`src/rtl/svf_pkg.sv`:
```
`timescale 1ns / 1ps
// ----------------------------------------------------------------------------
// svf_pkg
// Shared widths, register indexes, filter modes and the command struct for
// the oversampled state-variable filter.
// ----------------------------------------------------------------------------
package svf_pkg;

    localparam int SAMPLE_BITS    = 16;
    localparam int COEF_FRAC_BITS = 16;
    localparam int ACC_FRAC_BITS  = 24 - SAMPLE_BITS;
    localparam int NODE_W         = 32;
    localparam int FREQ_W         = 17;
    localparam int DAMP_W         = 18;
    localparam int MODE_W         = 2;
    localparam int CFG_W          = 18;
    localparam int CFG_IDX_W      = 2;

    // coefficient (zero-extended, signed) times node
    localparam int PROD_W   = DAMP_W + 1 + NODE_W;
    localparam int RND_W    = PROD_W + 1 - COEF_FRAC_BITS;
    localparam int SUM_W    = RND_W + 1;
    localparam int TAPSUM_W = NODE_W + 1;
    localparam int OUTR_W   = TAPSUM_W + 1;
    localparam int Y_W      = OUTR_W - ACC_FRAC_BITS - 1;

    localparam logic [PROD_W:0]   PROD_HALF = (PROD_W + 1)'(1) << (COEF_FRAC_BITS - 1);
    localparam logic [OUTR_W-1:0] OUT_HALF  = OUTR_W'(1) << ACC_FRAC_BITS;

    localparam logic [CFG_IDX_W-1:0] REG_FREQ = 2'd0;
    localparam logic [CFG_IDX_W-1:0] REG_DAMP = 2'd1;
    localparam logic [CFG_IDX_W-1:0] REG_MODE = 2'd2;

    localparam logic [MODE_W-1:0] MODE_LP    = 2'd0;
    localparam logic [MODE_W-1:0] MODE_HP    = 2'd1;
    localparam logic [MODE_W-1:0] MODE_BP    = 2'd2;
    localparam logic [MODE_W-1:0] MODE_NOTCH = 2'd3;

    localparam logic [FREQ_W-1:0] FREQ_RESET = 17'd0;
    localparam logic [DAMP_W-1:0] DAMP_RESET = 18'd111411;
    localparam logic [MODE_W-1:0] MODE_RESET = MODE_HP;

    typedef enum logic [1:0] {
        MUL_DAMP_BP,
        MUL_FREQ_BP,
        MUL_FREQ_HP
    } mul_sel_t;

    typedef struct packed {
        logic     load_x;
        logic     mul_en;
        mul_sel_t mul_sel;
        logic     upd_notch;
        logic     upd_lp;
        logic     upd_hp;
        logic     upd_bp;
        logic     tap_first;
        logic     tap_add;
        logic     out_load;
    } svf_cmd_t;

endpackage

```
`src/rtl/svf_ctrl.sv`:
```
`timescale 1ns / 1ps
// ----------------------------------------------------------------------------
// svf_ctrl
// Sequencer for the two filter passes and the input/output handshakes.
// ----------------------------------------------------------------------------
module svf_ctrl
(
    input  logic                clk,
    input  logic                rst_n,
    input  logic                in_valid,
    output logic                in_stall,
    output logic                out_valid,
    input  logic                out_stall,
    output svf_pkg::svf_cmd_t   cmd
);

    typedef enum logic [3:0] {
        S_IDLE,
        S_MD,
        S_MF,
        S_LP,
        S_HP,
        S_MH,
        S_BP,
        S_TAP,
        S_OUT
    } state_t;

    state_t state_reg, state_next;
    logic   pass_reg, pass_next;
    logic   out_valid_reg, out_valid_next;
    logic   out_free;

    assign out_free  = !out_valid_reg || !out_stall;
    assign in_stall  = (state_reg != S_IDLE);
    assign out_valid = out_valid_reg;

    always_comb
    begin
        cmd            = '0;
        cmd.mul_sel    = svf_pkg::MUL_DAMP_BP;
        state_next     = state_reg;
        pass_next      = pass_reg;
        out_valid_next = out_valid_reg;
        if (out_valid_reg && !out_stall)
        begin
            out_valid_next = 1'b0;
        end
        unique case (state_reg)
            S_IDLE:
            begin
                if (in_valid)
                begin
                    cmd.load_x = 1'b1;
                    pass_next  = 1'b0;
                    state_next = S_MD;
                end
            end
            S_MD:
            begin
                cmd.mul_en  = 1'b1;
                cmd.mul_sel = svf_pkg::MUL_DAMP_BP;
                state_next  = S_MF;
            end
            S_MF:
            begin
                cmd.upd_notch = 1'b1;
                cmd.mul_en    = 1'b1;
                cmd.mul_sel   = svf_pkg::MUL_FREQ_BP;
                state_next    = S_LP;
            end
            S_LP:
            begin
                cmd.upd_lp = 1'b1;
                state_next = S_HP;
            end
            S_HP:
            begin
                cmd.upd_hp = 1'b1;
                state_next = S_MH;
            end
            S_MH:
            begin
                cmd.mul_en  = 1'b1;
                cmd.mul_sel = svf_pkg::MUL_FREQ_HP;
                state_next  = S_BP;
            end
            S_BP:
            begin
                cmd.upd_bp = 1'b1;
                state_next = S_TAP;
            end
            S_TAP:
            begin
                if (!pass_reg)
                begin
                    cmd.tap_first = 1'b1;
                    pass_next     = 1'b1;
                    state_next    = S_MD;
                end
                else
                begin
                    cmd.tap_add = 1'b1;
                    state_next  = S_OUT;
                end
            end
            S_OUT:
            begin
                if (out_free)
                begin
                    cmd.out_load   = 1'b1;
                    out_valid_next = 1'b1;
                    state_next     = S_IDLE;
                end
            end
            default:
            begin
                state_next = S_IDLE;
            end
        endcase
    end

    always_ff @(posedge clk or negedge rst_n)
    begin
        if (!rst_n)
        begin
            state_reg     <= S_IDLE;
            pass_reg      <= 1'b0;
            out_valid_reg <= 1'b0;
        end
        else
        begin
            state_reg     <= state_next;
            pass_reg      <= pass_next;
            out_valid_reg <= out_valid_next;
        end
    end

endmodule

```
`src/rtl/svf_datapath.sv`:
```
`timescale 1ns / 1ps
// ----------------------------------------------------------------------------
// svf_datapath
// Coefficient registers, shared multiplier, filter nodes and output rounding.
// ----------------------------------------------------------------------------
module svf_datapath
(
    input  logic                                    clk,
    input  logic                                    rst_n,
    input  logic                                    cfg_we,
    input  logic [svf_pkg::CFG_IDX_W-1:0]           cfg_index,
    input  logic [svf_pkg::CFG_W-1:0]               cfg_data,
    input  logic signed [svf_pkg::SAMPLE_BITS-1:0]  sample_in,
    input  svf_pkg::svf_cmd_t                       cmd,
    output logic signed [svf_pkg::SAMPLE_BITS-1:0]  sample_out
);

    function automatic logic signed [svf_pkg::RND_W-1:0] round_prod(
        input logic signed [svf_pkg::PROD_W-1:0] p
    );
        logic [svf_pkg::PROD_W:0] t;
        t = {p[svf_pkg::PROD_W-1], p} + svf_pkg::PROD_HALF;
        return t[svf_pkg::PROD_W:svf_pkg::COEF_FRAC_BITS];
    endfunction

    function automatic logic signed [svf_pkg::NODE_W-1:0] sat_node(
        input logic signed [svf_pkg::SUM_W-1:0] v
    );
        logic [svf_pkg::SUM_W-svf_pkg::NODE_W:0] top;
        top = v[svf_pkg::SUM_W-1:svf_pkg::NODE_W-1];
        if ((&top) || !(|top))
        begin
            return v[svf_pkg::NODE_W-1:0];
        end
        else if (v[svf_pkg::SUM_W-1])
        begin
            return {1'b1, {(svf_pkg::NODE_W-1){1'b0}}};
        end
        else
        begin
            return {1'b0, {(svf_pkg::NODE_W-1){1'b1}}};
        end
    endfunction

    function automatic logic signed [svf_pkg::SUM_W-1:0] ext_node(
        input logic signed [svf_pkg::NODE_W-1:0] n
    );
        return {{(svf_pkg::SUM_W-svf_pkg::NODE_W){n[svf_pkg::NODE_W-1]}}, n};
    endfunction

    logic [svf_pkg::FREQ_W-1:0]              freq_reg;
    logic [svf_pkg::DAMP_W-1:0]              damp_reg;
    logic [svf_pkg::MODE_W-1:0]              mode_reg;
    logic signed [svf_pkg::SAMPLE_BITS-1:0]  x_reg;
    logic signed [svf_pkg::PROD_W-1:0]       prod_reg;
    logic signed [svf_pkg::NODE_W-1:0]       notch_reg, notch_next;
    logic signed [svf_pkg::NODE_W-1:0]       lp_reg, lp_next;
    logic signed [svf_pkg::NODE_W-1:0]       hp_reg, hp_next;
    logic signed [svf_pkg::NODE_W-1:0]       bp_reg, bp_next;
    logic signed [svf_pkg::TAPSUM_W-1:0]     sum_reg;
    logic signed [svf_pkg::SAMPLE_BITS-1:0]  out_reg, out_next;

    logic signed [svf_pkg::DAMP_W:0]         coef_op;
    logic signed [svf_pkg::NODE_W-1:0]       node_op;
    logic signed [svf_pkg::RND_W-1:0]        rnd;
    logic signed [svf_pkg::SUM_W-1:0]        rnd_ext;
    logic signed [svf_pkg::SUM_W-1:0]        x_ext;
    logic signed [svf_pkg::NODE_W-1:0]       tap;
    logic signed [svf_pkg::TAPSUM_W-1:0]     tap_ext;
    logic [svf_pkg::OUTR_W-1:0]              out_round;
    logic [svf_pkg::Y_W-1:0]                 y;
    logic [svf_pkg::Y_W-svf_pkg::SAMPLE_BITS:0] y_top;

    // multiplier operands
    always_comb
    begin
        unique case (cmd.mul_sel)
            svf_pkg::MUL_DAMP_BP:
            begin
                coef_op = {1'b0, damp_reg};
                node_op = bp_reg;
            end
            svf_pkg::MUL_FREQ_BP:
            begin
                coef_op = {{(svf_pkg::DAMP_W-svf_pkg::FREQ_W+1){1'b0}}, freq_reg};
                node_op = bp_reg;
            end
            svf_pkg::MUL_FREQ_HP:
            begin
                coef_op = {{(svf_pkg::DAMP_W-svf_pkg::FREQ_W+1){1'b0}}, freq_reg};
                node_op = hp_reg;
            end
            default:
            begin
                coef_op = {1'b0, damp_reg};
                node_op = bp_reg;
            end
        endcase
    end

    assign rnd     = round_prod(prod_reg);
    assign rnd_ext = {{(svf_pkg::SUM_W-svf_pkg::RND_W){rnd[svf_pkg::RND_W-1]}}, rnd};
    assign x_ext   = {{(svf_pkg::SUM_W-svf_pkg::SAMPLE_BITS-svf_pkg::ACC_FRAC_BITS)
                       {x_reg[svf_pkg::SAMPLE_BITS-1]}},
                      x_reg, {svf_pkg::ACC_FRAC_BITS{1'b0}}};

    assign notch_next = sat_node(x_ext - rnd_ext);
    assign lp_next    = sat_node(ext_node(lp_reg) + rnd_ext);
    assign hp_next    = sat_node(ext_node(notch_reg) - ext_node(lp_reg));
    assign bp_next    = sat_node(ext_node(bp_reg) + rnd_ext);

    always_comb
    begin
        unique case (mode_reg)
            svf_pkg::MODE_LP:    tap = lp_reg;
            svf_pkg::MODE_HP:    tap = hp_reg;
            svf_pkg::MODE_BP:    tap = bp_reg;
            svf_pkg::MODE_NOTCH: tap = notch_reg;
            default:             tap = notch_reg;
        endcase
    end

    assign tap_ext = {tap[svf_pkg::NODE_W-1], tap};

    // average of both passes, round half up, saturate
    assign out_round = {sum_reg[svf_pkg::TAPSUM_W-1], sum_reg} + svf_pkg::OUT_HALF;
    assign y         = out_round[svf_pkg::OUTR_W-1:svf_pkg::ACC_FRAC_BITS+1];
    assign y_top     = y[svf_pkg::Y_W-1:svf_pkg::SAMPLE_BITS-1];

    always_comb
    begin
        if ((&y_top) || !(|y_top))
        begin
            out_next = y[svf_pkg::SAMPLE_BITS-1:0];
        end
        else if (y[svf_pkg::Y_W-1])
        begin
            out_next = {1'b1, {(svf_pkg::SAMPLE_BITS-1){1'b0}}};
        end
        else
        begin
            out_next = {1'b0, {(svf_pkg::SAMPLE_BITS-1){1'b1}}};
        end
    end

    // configuration and integrators
    always_ff @(posedge clk or negedge rst_n)
    begin
        if (!rst_n)
        begin
            freq_reg <= svf_pkg::FREQ_RESET;
            damp_reg <= svf_pkg::DAMP_RESET;
            mode_reg <= svf_pkg::MODE_RESET;
            lp_reg   <= '0;
            bp_reg   <= '0;
        end
        else
        begin
            if (cfg_we)
            begin
                unique case (cfg_index)
                    svf_pkg::REG_FREQ: freq_reg <= cfg_data[svf_pkg::FREQ_W-1:0];
                    svf_pkg::REG_DAMP: damp_reg <= cfg_data[svf_pkg::DAMP_W-1:0];
                    svf_pkg::REG_MODE: mode_reg <= cfg_data[svf_pkg::MODE_W-1:0];
                    default:           ;
                endcase
            end
            if (cmd.upd_lp)
            begin
                lp_reg <= lp_next;
            end
            if (cmd.upd_bp)
            begin
                bp_reg <= bp_next;
            end
        end
    end

    // working registers
    always_ff @(posedge clk)
    begin
        if (cmd.load_x)
        begin
            x_reg <= sample_in;
        end
        if (cmd.mul_en)
        begin
            prod_reg <= coef_op * node_op;
        end
        if (cmd.upd_notch)
        begin
            notch_reg <= notch_next;
        end
        if (cmd.upd_hp)
        begin
            hp_reg <= hp_next;
        end
        if (cmd.tap_first)
        begin
            sum_reg <= tap_ext;
        end
        else if (cmd.tap_add)
        begin
            sum_reg <= sum_reg + tap_ext;
        end
        if (cmd.out_load)
        begin
            out_reg <= out_next;
        end
    end

    assign sample_out = out_reg;

endmodule

```
`src/rtl/state_variable_filter_2x.sv`:
```
`timescale 1ns / 1ps
// ----------------------------------------------------------------------------
// state_variable_filter_2x
// Twice-oversampled Chamberlin state-variable filter, one sample in, one out.
// ----------------------------------------------------------------------------
// Each accepted sample runs two filter passes on one shared 19x32 multiplier;
// a pass runs three multiplies and the node updates that depend on them in
// turn. The result is then rounded into the output register once that is
// free, and the block returns to idle, where alone it takes a new sample. A
// finished result waits in the output register while the next sample is
// already taken. The user must write coefficients and mode only while idle;
// the block does not enforce it. The integrators clear at reset.
module state_variable_filter_2x
(
    input  logic                                    clk,
    input  logic                                    rst_n,
    input  logic                                    cfg_we,
    input  logic [svf_pkg::CFG_IDX_W-1:0]           cfg_index,
    input  logic [svf_pkg::CFG_W-1:0]               cfg_data,
    input  logic                                    in_valid,
    output logic                                    in_stall,
    input  logic signed [svf_pkg::SAMPLE_BITS-1:0]  sample_in,
    output logic                                    out_valid,
    input  logic                                    out_stall,
    output logic signed [svf_pkg::SAMPLE_BITS-1:0]  sample_out
);

    svf_pkg::svf_cmd_t cmd;

    svf_ctrl u_ctrl
    (
        .clk       (clk),
        .rst_n     (rst_n),
        .in_valid  (in_valid),
        .in_stall  (in_stall),
        .out_valid (out_valid),
        .out_stall (out_stall),
        .cmd       (cmd)
    );

    svf_datapath u_datapath
    (
        .clk        (clk),
        .rst_n      (rst_n),
        .cfg_we     (cfg_we),
        .cfg_index  (cfg_index),
        .cfg_data   (cfg_data),
        .sample_in  (sample_in),
        .cmd        (cmd),
        .sample_out (sample_out)
    );

endmodule

```
`config.mk`:
```
export PLATFORM = sky130hd
export DESIGN_NAME = state_variable_filter_2x
export DESIGN_NICKNAME = d
export VERILOG_FILES = /design/src/rtl/svf_pkg.sv /design/src/rtl/svf_ctrl.sv /design/src/rtl/svf_datapath.sv /design/src/rtl/state_variable_filter_2x.sv
export SDC_FILE = /design/constraint.sdc
export NUM_CORES = 2
export LEC_CHECK = 0
export BUFFER_PORTS_ARGS = -buffer_cell sky130_fd_sc_hd__clkbuf_2
export CAP_MARGIN = 20
export CORE_UTILIZATION = 55
export CTS_CLUSTER_SIZE = 28
export DETAILED_ROUTE_END_ITERATION = 10
export GPL_ROUTABILITY_DRIVEN = 1
export GPL_TIMING_DRIVEN = 0
export HOLD_SLACK_MARGIN = 0.06
export PLACE_DENSITY = 0.79
export SLEW_MARGIN = 40
export SYNTH_ARGS = -nofsm -noshare
export SYNTH_HDL_FRONTEND = slang
export SYNTH_SLANG_ARGS = --single-unit
```
`constraint.sdc`:
```
create_clock -name clk -period 10.99 [get_ports clk]
set_input_delay 2.7475 -clock clk [delete_from_list [all_inputs] [get_ports clk]]
set_output_delay 2.7475 -clock clk [all_outputs]
set_load 0.01 [all_outputs]
```
==> summary by stage <==
Run status
The run finished with clean final reports.

Final layout
The filler-free cell count of the finished design is around 5600. The library cell used most frequently in the layout, excluding fill and tap cells, is sky130_fd_sc_hd__inv_1. After filler insertion, the fill cell instance count of the layout stands at 6250.

The post-layout utilization of the core is 59.9%. In the final layout, the share of cells above drive strength 1 is approximately 7.7%. The flip-flop and latch area is 7650 µm². The top cell types in the final layout, fill and taps aside, are sky130_fd_sc_hd__inv_1, sky130_fd_sc_hd__fa_1, sky130_fd_sc_hd__nor2_1, sky130_fd_sc_hd__nand2_1, sky130_fd_sc_hd__ha_1. Relative to the synthesized area, the layout overhead comes to 6.95%. At the end of the flow, the number of nets in the layout was around 5500.

The multi-input combinational cells in the finished layout cover a total of a little over 30000 µm². The register with the most flip-flops in the layout has 36 of them. The area of all placed cells without fillers is 44000 µm².

Hold path
The end point of the most critical hold path is u_datapath.freq_reg[12]. The startpoint of the tightest hold check path is u_datapath.freq_reg[12]. The cell depth of the worst min-delay path is 1. The min-delay analysis places its worst path in the category register to register.

Timing
Setup violations remaining at the end of the flow were counted as 0. Headroom to the max-slew limit came out at 36.6%. The minimum period implied by the final worst setup slack is 10.27 ns.

The number of hold violations in the final report is 0. At the pin with the least slew margin, the transition time is 0.951 ns. Hold is met by about 0.53 ns. Setup repair after global routing left no endpoint under its margin. The maximum clock rate is between 90 and 100 MHz. The post-route clock skew is ~0.038 ns. The max-slew violation count is 0.

The ratio of final minimum period to clock period is 93.5%.

Clock tree
The CTS H-tree depth is 1. CTS placed an instance of sky130_fd_sc_hd__clkbuf_16 at the clock tree root. The longest clock path from root to sink contains 3 buffers. After clock tree synthesis, the clock-pin slew on the worst setup and hold paths is about 0.06 ns. The number of clock buffers added by TritonCTS is 30. Clock latency on the worst-skew pair, taken at its later pin, is 0.62 ns.

The number of hold buffers added after CTS is 0. TritonCTS built the clock tree. The number of gates resized after CTS was 0. The tree built by TritonCTS fans out to roughly 270 sinks. After clock tree synthesis, the setup repair step added 0 buffers.

GRT
The number of global-route vias before repair came to 33794. Entering global routing, the biggest net connects 68 pins. The first global-routing pass estimated roughly 190 mm of wire. For this run, the total global-route usage over all layers was measured as 32.8%. The total overflow left after global routing is 0. The initial antenna violation count came to 3.

Setup path
The capture instance of the worst register-to-register path is u_datapath.prod_reg[50]. The source of the worst register-to-register timing path is u_ctrl.state_reg[3]. For the worst setup path, the data required time is 11.31 ns.

Counting cells, the worst reg-to-reg path comes to 32. The worst setup path is launched from a register. The kind of critical path is register to register. On the worst path, the slowest cell contributes a delay of 0.67 ns.

Among the stages of the critical path, the cell type that occurs most often is sky130_fd_sc_hd__fa_1. The largest fanout of any net on the critical path is 10. The slack of the worst reg-to-reg path is 0.72 ns. STA puts the critical path data arrival time at 10.60 ns. The category of the worst setup path capture point is a register.

The largest individual stage delay along the critical path comes from the cell sky130_fd_sc_hd__buf_1.

Yosys
For this run, the number of Yosys warnings is 0. Synthesis produced a netlist with a net count of 5419. Ranked by total cell area, the synthesized netlist is headed by sky130_fd_sc_hd__fa_1, sky130_fd_sc_hd__edfxtp_1, sky130_fd_sc_hd__ha_1. The post-synthesis instance area is just over 40000 µm².

Of all flip-flops after synthesis, the portion carrying an async set or reset was about 39%. The post-synthesis cell type with the largest combined area is sky130_fd_sc_hd__fa_1. The top cell type by area accounts for 27.3% of the synthesized area. Sequential elements use 18.6% of the synthesized area.

For this run, the leading register cell type out of synthesis is sky130_fd_sc_hd__edfxtp_1. The register bit total from synthesis is 272. The mean instance size in the synthesized netlist is 9.09 µm². Counting every instance in the synthesized netlist gives roughly 4500. The number of distinct library cell variants in the gate-level netlist after synthesis is 101. The number of enable-type register cells in the synthesized netlist is 165.

Floorplanning
In this run the vertical extent of the chip is between 200 and 300 µm. For this design the top-level I/O count stands at 59. The die covers 75900 µm². The starting density of the core is roughly 56%. The floorplan core area is 73500 µm². From left edge to right edge, the die measures 275 µm. The site row count is between 90 and 100.

Placed design
The placed instance count is between 5000 and 6000. After legalization and detailed placement, the total HPWL measured 102 mm. The count of buffers from port buffering is 58.

In this run the cell area measured after placement is 42900 µm². The congestion estimate from routability-driven global placement came to 1.02.

Detailed routing
For this run, design rule violations remaining after detail routing come to 0. The first TritonRoute pass finished after 7 iterations. For this block, the initial DRC count from the detailed router was 3339. The per-cell routed wire length is 21.9 µm.

The detailed-route wire length is about 120 mm. The number of antenna-violating nets in the routed design is 0. The routed via count divided by cell count is 6.07. The total number of vias is 34055.

Flow run
The tool flagged a number of max-cap violations equal to 0.
[cell type report]
type	instances	share of cell area [%]
multi-input combinational	3348	68.5
clock inverter	19	0.668
clock buffer	37	1.79
inverter	736	6.28
buffer	170	1.67
timing repair buffer	69	0.936
antenna	2	0.0114
tap	959	2.73
sequential	272	17.4
[cell families after synthesis]
| logic type | Yosys count | synth area share (%) |
|---|---|---|
| adder cells (fa/ha/maj) | 861 | 36.4 |
| AO/OA/AOI/OAI | 792 | 12.3 |
| XOR/XNOR | 227 | 4.85 |
| buffers and inverters | 906 | 8.48 |
| AND/OR/NAND/NOR | 1294 | 13.9 |
| multiplexers | 174 | 5.44 |
| flip-flops | 272 | 18.6 |
[worst max path at each step]
stage                                   end  slack [ns]           startpoint  cells past startpoint
floorplan           u_datapath.prod_reg[43]        2.50  u_ctrl.state_reg[3]                     28
detailed placement  u_datapath.prod_reg[43]        1.03  u_ctrl.state_reg[3]                     29
finish              u_datapath.prod_reg[50]        0.72  u_ctrl.state_reg[3]                     32
CTS                 u_datapath.prod_reg[43]        0.92  u_ctrl.state_reg[0]                     30
global route        u_datapath.prod_reg[50]        0.32  u_ctrl.state_reg[0]                     33
global placement    u_datapath.prod_reg[50]       -0.34  u_ctrl.state_reg[3]                     27
[cell usage after synthesis, drive strengths merged, types with 21 or more instances]
cell type and instances:
nand2 402, fa 560, o21bai 26, a21o 112, nand3 57, o21ai 189
mux2 76, o21a 42, nand4 33, a21oi 243, and3 38, or2 21
nor3 36, ha 292, dfrtp 96, mux4 32, mux2i 66, edfxtp 165
buf 34, a211oi 25, a31oi 33, inv 735, xor2 87, nand2b 43
clkbuf 136, nor2b 25, xnor2 140, nor2 560
[worst max-delay path, delay by kind of cell, from the launching register on]
family | cells | cell delay (ns)
and+or+nand+nor | 3 | 0.82
adders and majority gates | 8 | 3.59
DFF | 1 | 0.47
muxes | 1 | 0.60
xor gates and xnor gates | 1 | 0.11
buffers and inverters | 9 | 2.39
AOI/OAI and AO/OA | 10 | 1.98
[through the flow]
stage,setup slack (ns),TNS [ns]
floorplan,2.50,0
finish,0.716,0
CTS,0.920,0
detailed placement,1.03,0
global route,0.317,0
global placement,-0.340,-1.59
[per-layer routing]
metal / wire length [µm] / part of all wire [%] / vias up / track usage, %
met2: 55400 / 45 / 1770 / 52.0
met5: 24 / 0.020 / - / 0
met4: 7350 / 6.0 / 4 / 16.4
li1: - / - / 15064 / -
met3: 12700 / 10 / 415 / 8.34
met1: 47400 / 39 / 16802 / 41.6
Power is not shown: default switching activity piles up to over one toggle a cycle in this logic, so the estimate is an artifact.
